## config.mk

```make
export PLATFORM = sky130hd
export DESIGN_NAME = waveform_table_generator
export DESIGN_NICKNAME = d
export VERILOG_FILES = /design/src/hw/rtl/wtg_pkg.sv /design/src/hw/rtl/wtg_fifo.sv /design/src/hw/rtl/wtg_front.sv /design/src/hw/rtl/wtg_back.sv /design/src/hw/rtl/waveform_table_generator.sv
export SDC_FILE = /design/constraint.sdc
export NUM_CORES = 2
export LEC_CHECK = 0
export BUFFER_PORTS_ARGS = -buffer_cell sky130_fd_sc_hd__buf_2
export CAP_MARGIN = 20
export CORE_MARGIN = 1.5
export CORE_UTILIZATION = 40
export DETAILED_ROUTE_END_ITERATION = 8
export REMOVE_ABC_BUFFERS = 1
export SETUP_SLACK_MARGIN = 0.4
export SLEW_MARGIN = 20
export SYNTH_ARGS = -nofsm -noshare
export SYNTH_HDL_FRONTEND = slang
export SYNTH_SLANG_ARGS = --single-unit
```

## constraint.sdc

```tcl
create_clock -name clk -period 11 [get_ports clk]
set_input_delay 2.2 -clock clk [delete_from_list [all_inputs] [get_ports clk]]
set_output_delay 2.2 -clock clk [all_outputs]
set_load 0.01 [all_outputs]
```

## src/hw/rtl/wtg_pkg.sv

```systemverilog
// wtg_pkg: shared types, register indexes and constants of the waveform table generator
// no dependencies; imported by the front, back, top level and checker
package wtg_pkg;

  // configuration port
  localparam int CFG_INDEX_W = 4;
  localparam int CFG_DATA_W  = 16;

  localparam logic [CFG_INDEX_W-1:0] CFG_WAVE_SHAPE    = CFG_INDEX_W'(0);
  localparam logic [CFG_INDEX_W-1:0] CFG_LOW_LEVEL     = CFG_INDEX_W'(1);
  localparam logic [CFG_INDEX_W-1:0] CFG_HIGH_LEVEL    = CFG_INDEX_W'(2);
  localparam logic [CFG_INDEX_W-1:0] CFG_SAMPLE_PERIOD = CFG_INDEX_W'(3);

  // reset values of the level and period registers
  localparam int HIGH_RESET   = 1023;
  localparam int PERIOD_RESET = 65;

  // reload counter width
  localparam int COUNT_W = 16;

  // queue depths between front, back and result port
  localparam int MID_DEPTH = 4;
  localparam int OUT_DEPTH = 8;

  // dac word layout
  localparam int DAC_W     = 17;
  localparam int DAC_VAL_W = 16;

  // fixed point sine constants (unsigned Q2.30)
  localparam logic [63:0] Q30_ONE     = 64'd1 << 30;
  localparam logic [63:0] HALF_PI_Q30 = 64'd1686629713;

  typedef enum logic [1:0] {
    SHAPE_SINE     = 2'd0,
    SHAPE_SQUARE   = 2'd1,
    SHAPE_TRIANGLE = 2'd2,
    SHAPE_NONE     = 2'd3
  } shape_t;

  // taylor series of sin over the first quadrant, horner form, every step truncated
  function automatic logic [63:0] sine_q30(input logic [63:0] x);
    logic [63:0] x2;
    logic [63:0] t;
    x2 = (x * x) >> 30;
    t  = Q30_ONE - x2 / 64'd110;
    t  = Q30_ONE - ((x2 * t) >> 30) / 64'd72;
    t  = Q30_ONE - ((x2 * t) >> 30) / 64'd42;
    t  = Q30_ONE - ((x2 * t) >> 30) / 64'd20;
    t  = Q30_ONE - ((x2 * t) >> 30) / 64'd6;
    return (x * t) >> 30;
  endfunction

endpackage

```

## src/hw/rtl/wtg_fifo.sv

```systemverilog
// wtg_fifo: small register queue with push/full and pop/empty sides
// no dependencies; used between front and back and in front of the result port
module wtg_fifo #(
  parameter int WIDTH = 8,
  parameter int DEPTH = 4
) (
  input  logic             clk,
  input  logic             rst,
  input  logic             push,
  input  logic [WIDTH-1:0] wdata,
  output logic             full,
  input  logic             pop,
  output logic [WIDTH-1:0] rdata,
  output logic             empty
);

  localparam int AW = (DEPTH > 1) ? $clog2(DEPTH) : 1;
  localparam int CW = $clog2(DEPTH + 1);

  logic [WIDTH-1:0] mem [DEPTH];
  logic [AW-1:0]    wr_ptr;
  logic [AW-1:0]    rd_ptr;
  logic [CW-1:0]    count;
  logic             do_push;
  logic             do_pop;

  assign full    = (count == CW'(DEPTH));
  assign empty   = (count == '0);
  assign do_push = push && !full;
  assign do_pop  = pop && !empty;
  assign rdata   = mem[rd_ptr];

  // storage
  always_ff @(posedge clk) begin
    if (do_push) begin
      mem[wr_ptr] <= wdata;
    end
  end

  // pointers and fill count
  always_ff @(posedge clk) begin
    if (rst) begin
      wr_ptr <= '0;
      rd_ptr <= '0;
      count  <= '0;
    end else begin
      if (do_push) begin
        wr_ptr <= (wr_ptr == AW'(DEPTH - 1)) ? '0 : wr_ptr + AW'(1);
      end
      if (do_pop) begin
        rd_ptr <= (rd_ptr == AW'(DEPTH - 1)) ? '0 : rd_ptr + AW'(1);
      end
      case ({do_push, do_pop})
        2'b10:   count <= count + CW'(1);
        2'b01:   count <= count - CW'(1);
        default: count <= count;
      endcase
    end
  end

endmodule

```

## src/hw/rtl/wtg_front.sv

```systemverilog
// wtg_front: tick front end, reload countdown and phase counter
// depends on wtg_pkg; issues phase indexes into the queue toward the back
module wtg_front #(
  parameter int TABLE_LEN = 360
) (
  input  logic                          clk,
  input  logic                          rst,
  input  logic                          accept,
  input  logic                          advance,
  input  logic [wtg_pkg::COUNT_W-1:0]   sample_period,
  output logic                          emit,
  output logic [$clog2(TABLE_LEN)-1:0]  emit_index
);

  import wtg_pkg::*;

  localparam int IW = $clog2(TABLE_LEN);

  logic [IW-1:0]      phase;
  logic [COUNT_W-1:0] countdown;
  logic               tick;

  assign tick       = accept && advance;
  assign emit       = tick && (countdown == '0);
  assign emit_index = phase;

  // countdown and phase update per tick
  always_ff @(posedge clk) begin
    if (rst) begin
      phase     <= '0;
      countdown <= '0;
    end else if (tick) begin
      if (countdown != '0) begin
        countdown <= countdown - COUNT_W'(1);
      end else begin
        countdown <= sample_period;
        phase     <= (phase == IW'(TABLE_LEN - 1)) ? '0 : phase + IW'(1);
      end
    end
  end

endmodule

```

## src/hw/rtl/wtg_back.sv

```systemverilog
// wtg_back: sample pipeline, quarter-wave sine rom, sine scaling and triangle ramp division
// depends on wtg_pkg; pops phase indexes and writes samples into the result queue
module wtg_back #(
  parameter int TABLE_LEN   = 360,
  parameter int SAMPLE_BITS = 10
) (
  input  logic                          clk,
  input  logic                          rst,
  input  wtg_pkg::shape_t               wave_shape,
  input  logic [SAMPLE_BITS-1:0]        low_level,
  input  logic [SAMPLE_BITS-1:0]        high_level,
  input  logic                          mid_empty,
  input  logic [$clog2(TABLE_LEN)-1:0]  mid_index,
  output logic                          mid_pop,
  input  logic                          out_fire,
  output logic                          res_valid,
  output logic [SAMPLE_BITS-1:0]        res_value,
  output logic [$clog2(TABLE_LEN)-1:0]  res_index
);

  import wtg_pkg::*;

  localparam int SB    = SAMPLE_BITS;
  localparam int IW    = $clog2(TABLE_LEN);
  localparam int HALF  = TABLE_LEN / 2;
  localparam int KW    = $clog2(HALF + 1);
  localparam int NW    = SB + KW;
  localparam int PW    = SB + 17;
  localparam int NUMW  = SB + 18;
  localparam int RW    = $clog2(OUT_DEPTH + 1);
  localparam logic [NW-1:0] RECIP = NW'((64'd1 << NW) / HALF);

  // folded angle positions are multiples of gcd(4, TABLE_LEN)
  localparam int QG  = (TABLE_LEN % 4 == 0) ? 4 : ((TABLE_LEN % 2 == 0) ? 2 : 1);
  localparam int QS  = (QG == 4) ? 2 : ((QG == 2) ? 1 : 0);
  localparam int QN  = TABLE_LEN / QG + 1;
  localparam int QW  = $clog2(QN);
  localparam int KPW = IW + 2;

  // Q0.15 sine magnitude at folded angle position j * QG
  function automatic logic [14:0] sine_mag_q15(input int j);
    logic [63:0] x;
    logic [63:0] m;
    x = (64'(j) * 64'(QG) * HALF_PI_Q30) / TABLE_LEN;
    m = (sine_q30(x) + 64'd16384) >> 15;
    if (m > 64'd32767) begin
      m = 64'd32767;
    end
    return 15'(m);
  endfunction

  // constant quarter-wave magnitude rom
  logic [14:0] sine_mag_rom [QN];
  for (genvar g = 0; g < QN; g++) begin : g_rom
    assign sine_mag_rom[g] = sine_mag_q15(g);
  end

  // result queue credit: slots taken by queued and in-flight samples
  logic [RW-1:0] reserved;
  logic          issue;

  assign issue   = !mid_empty && (reserved < RW'(OUT_DEPTH));
  assign mid_pop = issue;

  always_ff @(posedge clk) begin
    if (rst) begin
      reserved <= '0;
    end else begin
      case ({issue, out_fire})
        2'b10:   reserved <= reserved + RW'(1);
        2'b01:   reserved <= reserved - RW'(1);
        default: reserved <= reserved;
      endcase
    end
  end

  // stage valid bits
  logic v1, v2, v3, v4;

  always_ff @(posedge clk) begin
    if (rst) begin
      v1 <= 1'b0;
      v2 <= 1'b0;
      v3 <= 1'b0;
      v4 <= 1'b0;
    end else begin
      v1 <= issue;
      v2 <= v1;
      v3 <= v2;
      v4 <= v3;
    end
  end

  // stage 1: quadrant fold, rom read and triangle ramp position
  logic [IW-1:0]      r1_idx;
  logic signed [15:0] r1_sin;
  logic [KW-1:0]      r1_k;
  logic [IW:0]        ramp_pos;
  logic [KPW-1:0]     sin_k;
  logic [1:0]         sin_quad;
  logic [KPW-1:0]     sin_r;
  logic [QW-1:0]      rom_addr;

  // quadrant by compare and subtract, mirrored position in odd quadrants
  always_comb begin
    sin_k = KPW'(mid_index) << 2;
    if (sin_k >= KPW'(3 * TABLE_LEN)) begin
      sin_quad = 2'd3;
      sin_r    = sin_k - KPW'(3 * TABLE_LEN);
    end else if (sin_k >= KPW'(2 * TABLE_LEN)) begin
      sin_quad = 2'd2;
      sin_r    = sin_k - KPW'(2 * TABLE_LEN);
    end else if (sin_k >= KPW'(TABLE_LEN)) begin
      sin_quad = 2'd1;
      sin_r    = sin_k - KPW'(TABLE_LEN);
    end else begin
      sin_quad = 2'd0;
      sin_r    = sin_k;
    end
    if (sin_quad[0]) begin
      sin_r = KPW'(TABLE_LEN) - sin_r;
    end
    rom_addr = QW'(sin_r >> QS);
  end

  always_comb begin
    if (mid_index < IW'(HALF)) begin
      ramp_pos = (IW + 1)'(mid_index);
    end else begin
      ramp_pos = (IW + 1)'(TABLE_LEN) - (IW + 1)'(mid_index);
    end
    if (ramp_pos > (IW + 1)'(HALF)) begin
      ramp_pos = (IW + 1)'(HALF);
    end
  end

  always_ff @(posedge clk) begin
    if (issue) begin
      r1_idx <= mid_index;
      r1_sin <= sin_quad[1] ? -signed'({1'b0, sine_mag_rom[rom_addr]})
                            : signed'({1'b0, sine_mag_rom[rom_addr]});
      r1_k   <= KW'(ramp_pos);
    end
  end

  // stage 2: span times sine, span magnitude times ramp position
  // a falling ramp adds HALF-1 so the quotient rounds up, keeping the floor of the level
  logic signed [SB:0]   span;
  logic [SB-1:0]        span_mag;
  logic signed [PW-1:0] r2_ps;
  logic [NW-1:0]        r2_pt;
  logic                 r2_neg;
  logic [IW-1:0]        r2_idx;

  always_comb begin
    span     = signed'({1'b0, high_level}) - signed'({1'b0, low_level});
    span_mag = span[SB] ? SB'(-span) : span[SB-1:0];
  end

  always_ff @(posedge clk) begin
    r2_ps  <= PW'(span) * PW'(r1_sin);
    r2_pt  <= NW'(span_mag) * NW'(r1_k) + (span[SB] ? NW'(HALF - 1) : NW'(0));
    r2_neg <= span[SB];
    r2_idx <= r1_idx;
  end

  // stage 3: sine offset and floor, ramp quotient estimate by reciprocal
  logic signed [NUMW-1:0] sine_base;
  logic signed [NUMW-1:0] sine_num;
  logic [2*NW-1:0]        q_prod;
  logic [SB-1:0]          r3_sine;
  logic [SB-1:0]          r3_q0;
  logic [NW-1:0]          r3_pt;
  logic                   r3_neg;
  logic [IW-1:0]          r3_idx;

  always_comb begin
    sine_base = NUMW'({1'b0, low_level} + {1'b0, high_level}) <<< 15;
    sine_num  = sine_base + NUMW'(r2_ps);
    q_prod    = (2 * NW)'(r2_pt) * (2 * NW)'(RECIP);
  end

  always_ff @(posedge clk) begin
    r3_sine <= sine_num[NUMW-1] ? '0 : sine_num[SB+15:16];
    r3_q0   <= SB'(q_prod >> NW);
    r3_pt   <= r2_pt;
    r3_neg  <= r2_neg;
    r3_idx  <= r2_idx;
  end

  // stage 4: quotient estimate back to a product for the remainder check
  logic [NW-1:0] r4_prod;
  logic [SB-1:0] r4_q0;
  logic [NW-1:0] r4_pt;
  logic          r4_neg;
  logic [SB-1:0] r4_sine;
  logic [IW-1:0] r4_idx;

  always_ff @(posedge clk) begin
    r4_prod <= NW'(r3_q0) * NW'(HALF);
    r4_q0   <= r3_q0;
    r4_pt   <= r3_pt;
    r4_neg  <= r3_neg;
    r4_sine <= r3_sine;
    r4_idx  <= r3_idx;
  end

  // stage 5: quotient correction and shape select
  logic [NW-1:0] ramp_rem;
  logic [SB-1:0] ramp_q;
  logic [SB-1:0] tri_value;

  always_comb begin
    ramp_rem  = r4_pt - r4_prod;
    ramp_q    = r4_q0 + SB'(ramp_rem >= NW'(HALF));
    tri_value = r4_neg ? (low_level - ramp_q) : (low_level + ramp_q);
    unique case (wave_shape)
      SHAPE_SINE:     res_value = r4_sine;
      SHAPE_SQUARE:   res_value = (r4_idx < IW'(HALF)) ? high_level : low_level;
      SHAPE_TRIANGLE: res_value = tri_value;
      SHAPE_NONE:     res_value = '0;
      default:        res_value = '0;
    endcase
  end

  assign res_valid = v4;
  assign res_index = r4_idx;

endmodule

```

## src/hw/rtl/waveform_table_generator.sv

```systemverilog
// Periodic table waveform generator: one tick per push transaction, one sample per
// pop transaction. Every cycle can take a tick while full is low; a tick finding
// the reload counter at zero issues the sample at the current phase, and the back
// pipeline turns one phase index a cycle into a sample while result queue credit
// lasts. Samples reach the result queue through the phase queue and the back
// pipeline registers; full rises only when the four-entry phase queue fills, which
// happens when the eight-entry result queue is held by the consumer. Configuration
// writes complete in the cycle they are presented and apply to later samples.
module waveform_table_generator #(
  parameter int TABLE_LEN   = 360,
  parameter int SAMPLE_BITS = 10
) (
  input  logic                               clk,
  input  logic                               rst,
  // tick queue side
  input  logic                               push,
  output logic                               full,
  input  logic                               advance,
  // result queue side
  output logic                               empty,
  input  logic                               pop,
  output logic [wtg_pkg::DAC_W-1:0]          dac_word,
  output logic [SAMPLE_BITS-1:0]             sample_value,
  output logic [$clog2(TABLE_LEN)-1:0]       sample_index,
  // configuration write channel
  input  logic                               cfg_valid,
  output logic                               cfg_ready,
  input  logic [wtg_pkg::CFG_INDEX_W-1:0]    cfg_index,
  input  logic [wtg_pkg::CFG_DATA_W-1:0]     cfg_data
);

  import wtg_pkg::*;

  localparam int SB = SAMPLE_BITS;
  localparam int IW = $clog2(TABLE_LEN);

  // configuration registers
  shape_t        wave_shape;
  logic [SB-1:0] low_level;
  logic [SB-1:0] high_level;
  logic [COUNT_W-1:0] sample_period;

  assign cfg_ready = 1'b1;

  always_ff @(posedge clk) begin
    if (rst) begin
      wave_shape    <= SHAPE_SINE;
      low_level     <= '0;
      high_level    <= SB'(HIGH_RESET);
      sample_period <= COUNT_W'(PERIOD_RESET);
    end else if (cfg_valid && cfg_ready) begin
      unique case (cfg_index)
        CFG_WAVE_SHAPE:    wave_shape    <= shape_t'(cfg_data[1:0]);
        CFG_LOW_LEVEL:     low_level     <= cfg_data[SB-1:0];
        CFG_HIGH_LEVEL:    high_level    <= cfg_data[SB-1:0];
        CFG_SAMPLE_PERIOD: sample_period <= cfg_data[COUNT_W-1:0];
        default: ;
      endcase
    end
  end

  // front: tick handling
  logic          mid_full;
  logic          emit;
  logic [IW-1:0] emit_index;

  assign full = mid_full;

  wtg_front #(
    .TABLE_LEN (TABLE_LEN)
  ) u_front (
    .clk           (clk),
    .rst           (rst),
    .accept        (push && !full),
    .advance       (advance),
    .sample_period (sample_period),
    .emit          (emit),
    .emit_index    (emit_index)
  );

  // phase queue between front and back
  logic          mid_empty;
  logic          mid_pop;
  logic [IW-1:0] mid_index;

  wtg_fifo #(
    .WIDTH (IW),
    .DEPTH (MID_DEPTH)
  ) u_mid_fifo (
    .clk   (clk),
    .rst   (rst),
    .push  (emit),
    .wdata (emit_index),
    .full  (mid_full),
    .pop   (mid_pop),
    .rdata (mid_index),
    .empty (mid_empty)
  );

  // back: sample pipeline
  logic          res_valid;
  logic [SB-1:0] res_value;
  logic [IW-1:0] res_index;
  logic          out_full;
  logic          out_fire;

  assign out_fire = pop && !empty;

  wtg_back #(
    .TABLE_LEN   (TABLE_LEN),
    .SAMPLE_BITS (SAMPLE_BITS)
  ) u_back (
    .clk        (clk),
    .rst        (rst),
    .wave_shape (wave_shape),
    .low_level  (low_level),
    .high_level (high_level),
    .mid_empty  (mid_empty),
    .mid_index  (mid_index),
    .mid_pop    (mid_pop),
    .out_fire   (out_fire),
    .res_valid  (res_valid),
    .res_value  (res_value),
    .res_index  (res_index)
  );

  // result queue, room guaranteed by the back credit count
  logic [SB+IW-1:0] out_data;

  wtg_fifo #(
    .WIDTH (SB + IW),
    .DEPTH (OUT_DEPTH)
  ) u_out_fifo (
    .clk   (clk),
    .rst   (rst),
    .push  (res_valid),
    .wdata ({res_value, res_index}),
    .full  (out_full),
    .pop   (pop),
    .rdata (out_data),
    .empty (empty)
  );

  // result fields, power bit set and sample left aligned in the dac word
  assign sample_value = out_data[SB+IW-1:IW];
  assign sample_index = out_data[IW-1:0];
  assign dac_word     = DAC_W'(1 << DAC_VAL_W)
                      | (DAC_W'(sample_value) << (DAC_VAL_W - SB))
                      | DAC_W'(out_full & 1'b0);

endmodule

```

==> results.sh <==
export IMPL_synth_most_common_cell="inv_1"
export IMPL_synth_enable_flop_cells=221
export IMPL_initial_utilization_pct=40.4
export IMPL_synthSimpleGateAreaFrac_pct=11.9
export IMPL_drive_gt1_share_pct=8.91
export IMPL_vias=21900
export IMPL_first_iter_violations=1351
export IMPL_ant_nets=0
export IMPL_startpoint_type="flop"
export IMPL_post_dp_hpwl_um=53200
export IMPL_route_detailed_drc=0
export IMPL_first_pass_iters=5
export IMPL_grt_use_total_pct=17.2
export IMPL_max_slew_margin_pct=26.6
export IMPL_synth_top_family_by_area="adder cells"
export IMPL_clock_path_buffers=3
export IMPL_gr_total_overflow=0
export IMPL_path_clk_slew_ns=0.06
export IMPL_post_cts_buffers=0
export IMPL_arrival_ns=9.40
export IMPL_ios=65
export IMPL_coreArea_sq_mm=0.0822
export IMPL_fillers=7829
export IMPL_synth_seq_cells=460
export IMPL_tritoncts="built"
export IMPL_rows=105
export IMPL_synth_compound_area_share_pct=9.80
export IMPL_grt_start_max_net_pins=84
export IMPL_r2r_cells=36
export IMPL_cts_htree_levels=2
export IMPL_synth_area_leaders="edfxtp_1, fa_1, dfxtp_1"
export IMPL_timing_setup_tns_ns=0
export IMPL_synthArstFlopShare_pct=0
export IMPL_netlist_cell_type_count=92
export IMPL_yosys_area_share_adder_pct=27.1
export IMPL_grt_setup_unrepaired="no"
export IMPL_rr_startpoint="low_level[1]$_SDFFE_PP0P_"
export IMPL_min_to="u_back.res_index[7]$_DFF_P_"
export IMPL_fin_nets=3771
export IMPL_totalWireLength_um=72000
export IMPL_holdPathStages=0
export IMPL_cts_resized=0
export IMPL_outcome="completed"
export IMPL_post_route_min_period_ns=8.92
export IMPL_cts_sinks=460
export IMPL_synth_top_area_cell="edfxtp_1"
export IMPL_min_period_over_period_pct=81.0
export IMPL_ctsHoldBuffers=0
export IMPL_postLayoutCoreUtil_pct=44.1
export IMPL_syn_avg_cell_area_sq_um=10.5
export IMPL_yosysSeqAreaShare_pct=34.4
export IMPL_syn_inst=3178
export IMPL_crit_slowest_cell="xor2_1"
export IMPL_first_global_vias=22300
export IMPL_ys_warn_count=0
export IMPL_final_hold_viol_count=0
export IMPL_die_width_um=291
export IMPL_dieHeight_um=291
export IMPL_syn_area_sq_mm=0.0332
export IMPL_place_congestion=0.844
export IMPL_maxSlewViolCount=0
export IMPL_synth_top_flop_cell="dfxtp_1"
export IMPL_port_buffers=56
export IMPL_die_area_sq_mm=0.0849
export IMPL_vias_per_cell=5.09
export IMPL_clockRootBuffer="clkbuf_16"
export IMPL_synthTopCellsByCount="inv_1, fa_1, ha_1"
export IMPL_cp_required_ns=11.48
export IMPL_hold_class="flop to flop"
export IMPL_grt_pass1_wl_um=118000
export IMPL_clock_fmax_mhz=112
export IMPL_tightestPinTransition_ns=1.10
export IMPL_finalClockSkew_ns=0.0317
export IMPL_synth_xor_area_share_pct=4.37
export IMPL_synth_mux_area_share_pct=5.30
export IMPL_numCtsBuffers=51
export IMPL_synth_top_area_share_pct=20.0
export IMPL_setup_viol=0
export IMPL_cp_end_kind="flop"
export IMPL_critPathKind="flop to flop"
export IMPL_clkLatencyLatePin_ns=0.62
export IMPL_routedWlPerCell_um=16.7
export IMPL_reg2reg_slack_ns=2.08
export IMPL_r2r_end="u_back.r2_pt[17]$_DFF_P_"
export IMPL_cap_violations=0
export IMPL_max_stage_delay_ns=0.54
export IMPL_holdCritStartpoint="u_back.r3_idx[7]$_DFF_P_"
export IMPL_antenna_found_initial=9
export IMPL_syn2layout_area_growth_pct=9.18
export IMPL_cp_max_fo=24
critical path, delay by kind of cell (launching register included):
family                   cells  cell delay [ns]
XOR/XNOR                     2             0.67
buffers and inverters        5             0.94
AND/OR/NAND/NOR              4             0.62
adder cells (fa/ha/maj)      6             2.75
AO/OA/AOI/OAI               19             3.24
flip-flops                   1             0.51
per-stage QoR:
stage	area, sq um	worst slack, ns	std cells	hold slack, ns
floorplan	32600	3.10	3049	0.310
global placement	34500	2.21	4208	0.310
finish	36300	2.08	4306	0.308
CTS	36300	2.04	4304	0.300
detailed placement	34500	2.11	4208	0.312
global route	36300	1.20	4304	0.313
how the worst max path moves through the flow:
stage                               from                        to  slack, ns  cells after the start
3_5_place_dp   low_level[1]$_SDFFE_PP0P_  u_back.r2_pt[17]$_DFF_P_       2.11                     36
4_1_cts        low_level[1]$_SDFFE_PP0P_  u_back.r2_pt[17]$_DFF_P_       2.04                     36
3_3_place_gp   low_level[1]$_SDFFE_PP0P_  u_back.r2_pt[17]$_DFF_P_       2.21                     36
6_report       low_level[1]$_SDFFE_PP0P_  u_back.r2_pt[17]$_DFF_P_       2.08                     36
5_1_grt        low_level[1]$_SDFFE_PP0P_  u_back.r2_pt[17]$_DFF_P_       1.20                     35
2_1_floorplan  low_level[1]$_SDFFE_PP0P_  u_back.r2_pt[17]$_DFF_P_       3.10                     35
state kept, by name, indices dropped and copies added (netlist names), 12 cells and up, named ones only:
register and flops:
u_back.r1_sin 16, u_back.r4_prod 14, u_back.r4_pt 16, u_back.r2_ps 12, u_back.r2_pt 18, sample_period 16
u_out_fifo.mem 152, u_mid_fifo.mem 36, u_front.countdown 16, u_back.r3_pt 16
layout make-up:
cell class,count,area (sq um),share of cell area [%]
Clock buffer,79,1510,4.15
Inverter,461,1730,4.77
Antenna cell,2,5.00,0.0138
Sequential cell,460,11400,31.5
Clock inverter,17,244,0.672
Timing Repair Buffer,89,528,1.45
Multi-Input combinational cell,2128,19500,53.8
Tap cell,1070,1340,3.69
metal layers:
| metal | part of all wire [%] | GRT usage (%) | up-vias |
|---|---|---|---|
| met5 | 0.072 | 0 | - |
| met2 | 47 | 28.6 | 472 |
| met4 | 2.8 | 5.22 | 8 |
| met1 | 46 | 23.0 | 10600 |
| met3 | 4.7 | 2.61 | 146 |
| li1 | - | - | 10700 |
cell usage in the layout, fill, tap and decap left out, drive strengths merged, types with 8 or more instances in the layout:
cell type / instances
mux2i: 40
nand4: 12
o21bai: 30
fa: 277
dfxtp: 239
mux4: 48
edfxtp: 221
a21o: 45
a21oi: 137
buf: 89
o21ai: 89
nor2b: 54
nor3: 56
nor2: 185
xnor2: 103
xor2: 61
nand3: 36
a211o: 13
o22ai: 13
a31oi: 15
or3: 13
ha: 277
inv: 462
and3: 18
a211oi: 24
and2: 124
o211ai: 14
a21boi: 11
o21a: 11
clkinv: 12
conb: 8
nand2b: 29
o31ai: 10
nand2: 240
o311ai: 8
mux2: 25
clkbuf: 79
kinds of logic (layout without fill, tap and decap cells):
group	Yosys count	after routing
buf+inv	596	646
compound gates	485	485
fa+ha+maj	554	554
simple gates	804	804
other cells	2	10
mux	113	113
xor+xnor	164	164
flops	460	460
Power is not shown: default switching activity piles up to over one toggle a cycle in this logic, so the estimate is an artifact.
